--- src/sv/rsi_pkg.sv ---
package rsi_pkg;

	// number format
	localparam int FRAC_BITS = 16;
	localparam int CRD_W     = 32;
	localparam int DIR_W     = 18;
	localparam int RAD_W     = 31;
	localparam int DIST_W    = 31;

	// internal widths, all exact
	localparam int OC_W   = CRD_W + 1;
	localparam int DP_W   = OC_W + DIR_W;
	localparam int DOT_W  = DP_W + 2;
	localparam int B_W    = DOT_W - FRAC_BITS;
	localparam int BL_W   = (B_W + 1) / 2;
	localparam int BH_W   = B_W - BL_W;
	localparam int BB_W   = 2 * B_W;
	localparam int OC2_W  = 2 * OC_W;
	localparam int CMP_W  = (BB_W > OC2_W) ? BB_W + 1 : OC2_W + 1;
	localparam int RR_W   = 2 * RAD_W;
	localparam int H_W    = RR_W;
	localparam int STEPS  = RR_W / 2;
	localparam int T_W    = B_W + 1;
	localparam int P_W    = DIR_W + T_W;

	typedef enum logic [1:0] {
		REG_CENTER_X = 2'd0,
		REG_CENTER_Y = 2'd1,
		REG_CENTER_Z = 2'd2,
		REG_RADIUS   = 2'd3
	} cfg_reg_t;

	// ray context carried along the pipe
	typedef struct packed {
		logic                    miss;
		logic signed [B_W-1:0]   b;
		logic signed [CRD_W-1:0] ox;
		logic signed [CRD_W-1:0] oy;
		logic signed [CRD_W-1:0] oz;
		logic signed [DIR_W-1:0] dx;
		logic signed [DIR_W-1:0] dy;
		logic signed [DIR_W-1:0] dz;
	} ray_t;

endpackage

--- src/sv/rsi_cell.sv ---
module rsi_cell #(
	parameter int STEP = 0
) (
	input  logic                    clk,
	input  logic                    arst_n,
	input  logic                    in_valid,
	input  rsi_pkg::ray_t           in_ray,
	input  logic [rsi_pkg::H_W-1:0] in_rem,
	input  logic [rsi_pkg::H_W-1:0] in_res,
	output logic                    out_valid,
	output rsi_pkg::ray_t           out_ray,
	output logic [rsi_pkg::H_W-1:0] out_rem,
	output logic [rsi_pkg::H_W-1:0] out_res
);

	localparam int H_W = rsi_pkg::H_W;
	localparam logic [H_W:0] BIT = (H_W+1)'(1) << (2*STEP);

	logic [H_W:0] trial;
	logic         take;

	// one square-root digit: try res + 4^STEP against the remainder
	assign trial = {1'b0, in_res} + BIT;
	assign take  = {1'b0, in_rem} >= trial;

	always_ff @(posedge clk or negedge arst_n) begin
		if (!arst_n) out_valid <= 1'b0;
		else         out_valid <= in_valid;
	end

	always_ff @(posedge clk) begin
		out_ray <= in_ray;
		if (take) begin
			out_rem <= in_rem - trial[H_W-1:0];
			out_res <= (in_res >> 1) + BIT[H_W-1:0];
		end else begin
			out_rem <= in_rem;
			out_res <= in_res >> 1;
		end
	end

endmodule

--- config.mk ---
export PLATFORM = sky130hd
export DESIGN_NAME = rsi_cell
export DESIGN_NICKNAME = d
export VERILOG_FILES = /design/src/sv/rsi_pkg.sv /design/src/sv/rsi_cell.sv
export SDC_FILE = /design/constraint.sdc
export NUM_CORES = 1
export LEC_CHECK = 0
export BUFFER_PORTS_ARGS = -buffer_cell sky130_fd_sc_hd__buf_4
export CELL_PAD_IN_SITES_DETAIL_PLACEMENT = 0
export CELL_PAD_IN_SITES_GLOBAL_PLACEMENT = 1
export CORE_AREA = 8 8 236 238
export DETAILED_ROUTE_END_ITERATION = 16
export DIE_AREA = 0 0 244 246
export GPL_ROUTABILITY_DRIVEN = 0
export PLACE_DENSITY_LB_ADDON = 0.12
export REMOVE_ABC_BUFFERS = 1
export SETUP_SLACK_MARGIN = 0.3
export SYNTH_ARGS = -nofsm -noshare
export SYNTH_HDL_FRONTEND = slang
export SYNTH_SLANG_ARGS = --single-unit
--- constraint.sdc ---
create_clock -name clk -period 0.8 [get_ports clk]
set_input_delay 0.24 -clock clk [delete_from_list [all_inputs] [get_ports clk]]
set_output_delay 0.24 -clock clk [all_outputs]
set_load 0.02 [all_outputs]
==> impl_metrics.ini <==
[run_status]
outcome = finished with violations
violations = negative hold slack, negative setup slack

[timing]
tightest_slew_ns = 0.517
period_share_pct = 508
finalWorstPathRequiredPeriod_ns = 4.06
setup_viol = 437
relSlewSlack_pct = 65.4
finalMaxSlewViolations = 0
rsz0062_at_grt = true
finalSetupTns_ns = -523.80
hold_ws_ns = -0.0949
hold_viol = 57
max_freq_mhz = 246
setup_ws_ns = -3.26

[worst_setup_path]
cp.required_ns = 1.23
worstPathArrival_ns = 4.49
slowest_stage = or4_4
path_cells = buf_8, ha_4, and3_4, and3_4, nand3_4, nor2_4, nand3_4, buf_6, nor2_4, nand4_1, xor2_1, ha_1, nand4_1, o211ai_1, a21oi_2, nor4b_4, a21oi_4, o31a_1, o21a_1, o21a_4, buf_12, or4_4, xnor2_1
critical-path-max-stage-delay_ns = 0.41
start_kind = input pin
cp_num_buf_inv = 3
crit_family = simple AND/OR/NAND/NOR gates
worstSetupEndpointType = flip-flop
worstSetupPathType = input pin to flip-flop
worstPathMaxFanout = 8

[logic_synthesis]
synthXorXnorAreaFrac_pct = 12.2
synth.most_common_cell = dfxtp_1
synth_area_um2 = 12900
synth.mux.area_fraction_pct = 0.175
synth_fa_ha_area_share_pct = 6.38
synth_seq_area_share_pct = 48.7
synth_warnings = 0
synth.top_cell.area_share_pct = 48.5
synth_compound_area_share_pct = 12.8
ys_seq_elements = 313
synth_area_per_cell_um2 = 9.42
synth_edf_count = 0
synthSimpleGateAreaFrac_pct = 16.9
netlist_top_cells_count = 312 x dfxtp_1, 171 x nand2_1, 94 x xor2_1
synth_area_leaders = dfxtp_1 49%, xor2_1 6.4%, ha_1 6.2%
synthFlopType = dfxtp_1
synth_top_family_by_area = simple AND/OR/NAND/NOR gates
synth_top_area_cell = dfxtp_1
syn_inst = 1366
async_flop_share_pct = 0.319
yosysUniqueCellTypes = 62

[floorplanning]
row_count = 84
coreArea_um2 = 52000
start_util_pct = 24.7
io_pins = 628
die-area_um2 = 60000
fp.dieW_um = 244
fp.dieH_um = 246

[power]
intPower_mw = 35.9
power_density_nw_per_um2 = 1790
pwr-share-seq_pct = 34.8
power_mw = 51.3
netSwitchingPower_mw = 15.4
clock_power_share_pct = 33.4
vdd_drop_max_mv = 1.37
swShare_pct = 30.1
p_comb_share_pct = 31.8
p_leak_nw = 13.3

[run]
maxCapViolations = 0

[cts]
cts.sinks = 313
clk_pin_slew_ns = 0.06
cts_hold_buf = 190
root_buffer = clkbuf_16
tritoncts = built
clk_path_buf_depth = 3
cts_inserted_buffers = 37
cts_max_level = 2

[finish]
areaGrowthSynthToFinish_pct = 123
fin_cells = 3387
layout-drive-gt1-share_pct = 63.5
nNetsFinal = 3055

[drt]
viasPerCell = 4.54
vias = 15386
wl_per_cell_um = 23.2
drt_iter0_drc = 518
totalWireLength_mm = 78.5
firstDrtPassIters = 5
drc = 0
ant_nets = 0

[global_route]
grt_max_degree = 23
grt_util_all_layers_pct = 24.5
grt_pass1_vias = 16453
grt-ovfl-total = 0
grt_pass1_wl_mm = 111
antenna_found_initial = 3

[hold_path]
min_path_type = input pin to flip-flop

[placed_design]
numPlacedInstances = 3072
io_buffers = 627
dpl.hpwl_mm = 61.0
place_ws_ns = -4.34
-- cell families (layout without fill, tap and decap cells) --
logic type | count (synthesis) | after routing
xor gates and xnor gates | 179 | 179
other | 0 | 1
AOI/OAI and AO/OA | 273 | 273
DFF | 313 | 313
and+or+nand+nor | 456 | 456
adders and majority gates | 65 | 65
muxes | 2 | 2
buffers and inverters | 78 | 1410
-- flip-flops by register name (all words and copies together), names as in the netlist --
register	count
out_rem	62
out_ray	188
out_res	62
out_valid	1
-- repair_timing --
action | in CTS | in global routing
endpoints found under the hold margin | 268 | 61
setup buffers | 35 | 10
cloned | 11 | 6
resized for setup | 905 | 122
endpoints found under the setup margin | 437 | 450
pin swaps | 115 | 75
-- path summary, 6_finish.rpt --
| kind | depth (start not counted) | slack, ns | startpoint | endpoint |
|---|---|---|---|---|
| worst max-delay path | 23 | -3.26 | in_res[2] | out_res[11]$_DFF_P_ |
| worst min-delay path | 2 | -0.09 | in_res[18] | out_res[17]$_DFF_P_ |
| max in group asynchronous | 2 | 0.68 | arst_n | out_valid$_DFF_PN0_ |
| min in group asynchronous | 2 | 0.04 | arst_n | out_valid$_DFF_PN0_ |
-- final cells by class --
type | count | area (um2)
timing repair buffer | 1324 | 12300
clock inverter | 19 | 219
tap | 688 | 861
sequential | 313 | 6670
inverter | 24 | 90.1
antenna | 1 | 2.50
fill | 4620 | 23400
clock buffer | 43 | 978
multi-input combinational | 975 | 7570
-- layout by cell type (no fill, tap or decap), drive strengths merged, types with 49 or more instances in the layout --
cell         instances
buf               1127
dfxtp              312
dlygate4sd3        178
nand2              171
xor2                94
o21ai               94
xnor2               85
nor2                78
a21oi               76
ha                  64
nand3               49
-- stage by stage --
step | hold slack, ns | instance area (um2) | utilization [%]
floorplan | -0.0556 | 12600 | -
global placement | 0.0180 | 21600 | 41.6
detailed placement | 0.0183 | 21600 | 41.6
CTS | -0.129 | 28000 | 53.7
global route | -0.113 | 28700 | 55.1
finish | -0.0949 | 28700 | 55.1
-- per-layer routing --
layer  share of wire (%)  vias up  track usage, %  routed length [um]
met5               0.034        -               0                  27
met4                 2.9        4            6.52                2280
met3                 5.4       95            5.32                4260
met2                  52      475            45.7               40800
met1                  40     7430            28.0               31200
li1                    -     7382               -                   -
-- power by group through the flow --
stage / logic (mW) / clock network (mW) / registers, mW
3_5_place_dp: 12.5 / 0 / 17.6
5_1_grt: 17.3 / 18.3 / 17.9
2_1_floorplan: 3.34 / 0 / 19.2
6_report: 16.3 / 17.1 / 17.8
4_1_cts: 15.6 / 17.6 / 17.8
3_3_place_gp: 12.5 / 0 / 17.6
(Power assumes the default switching activity.)
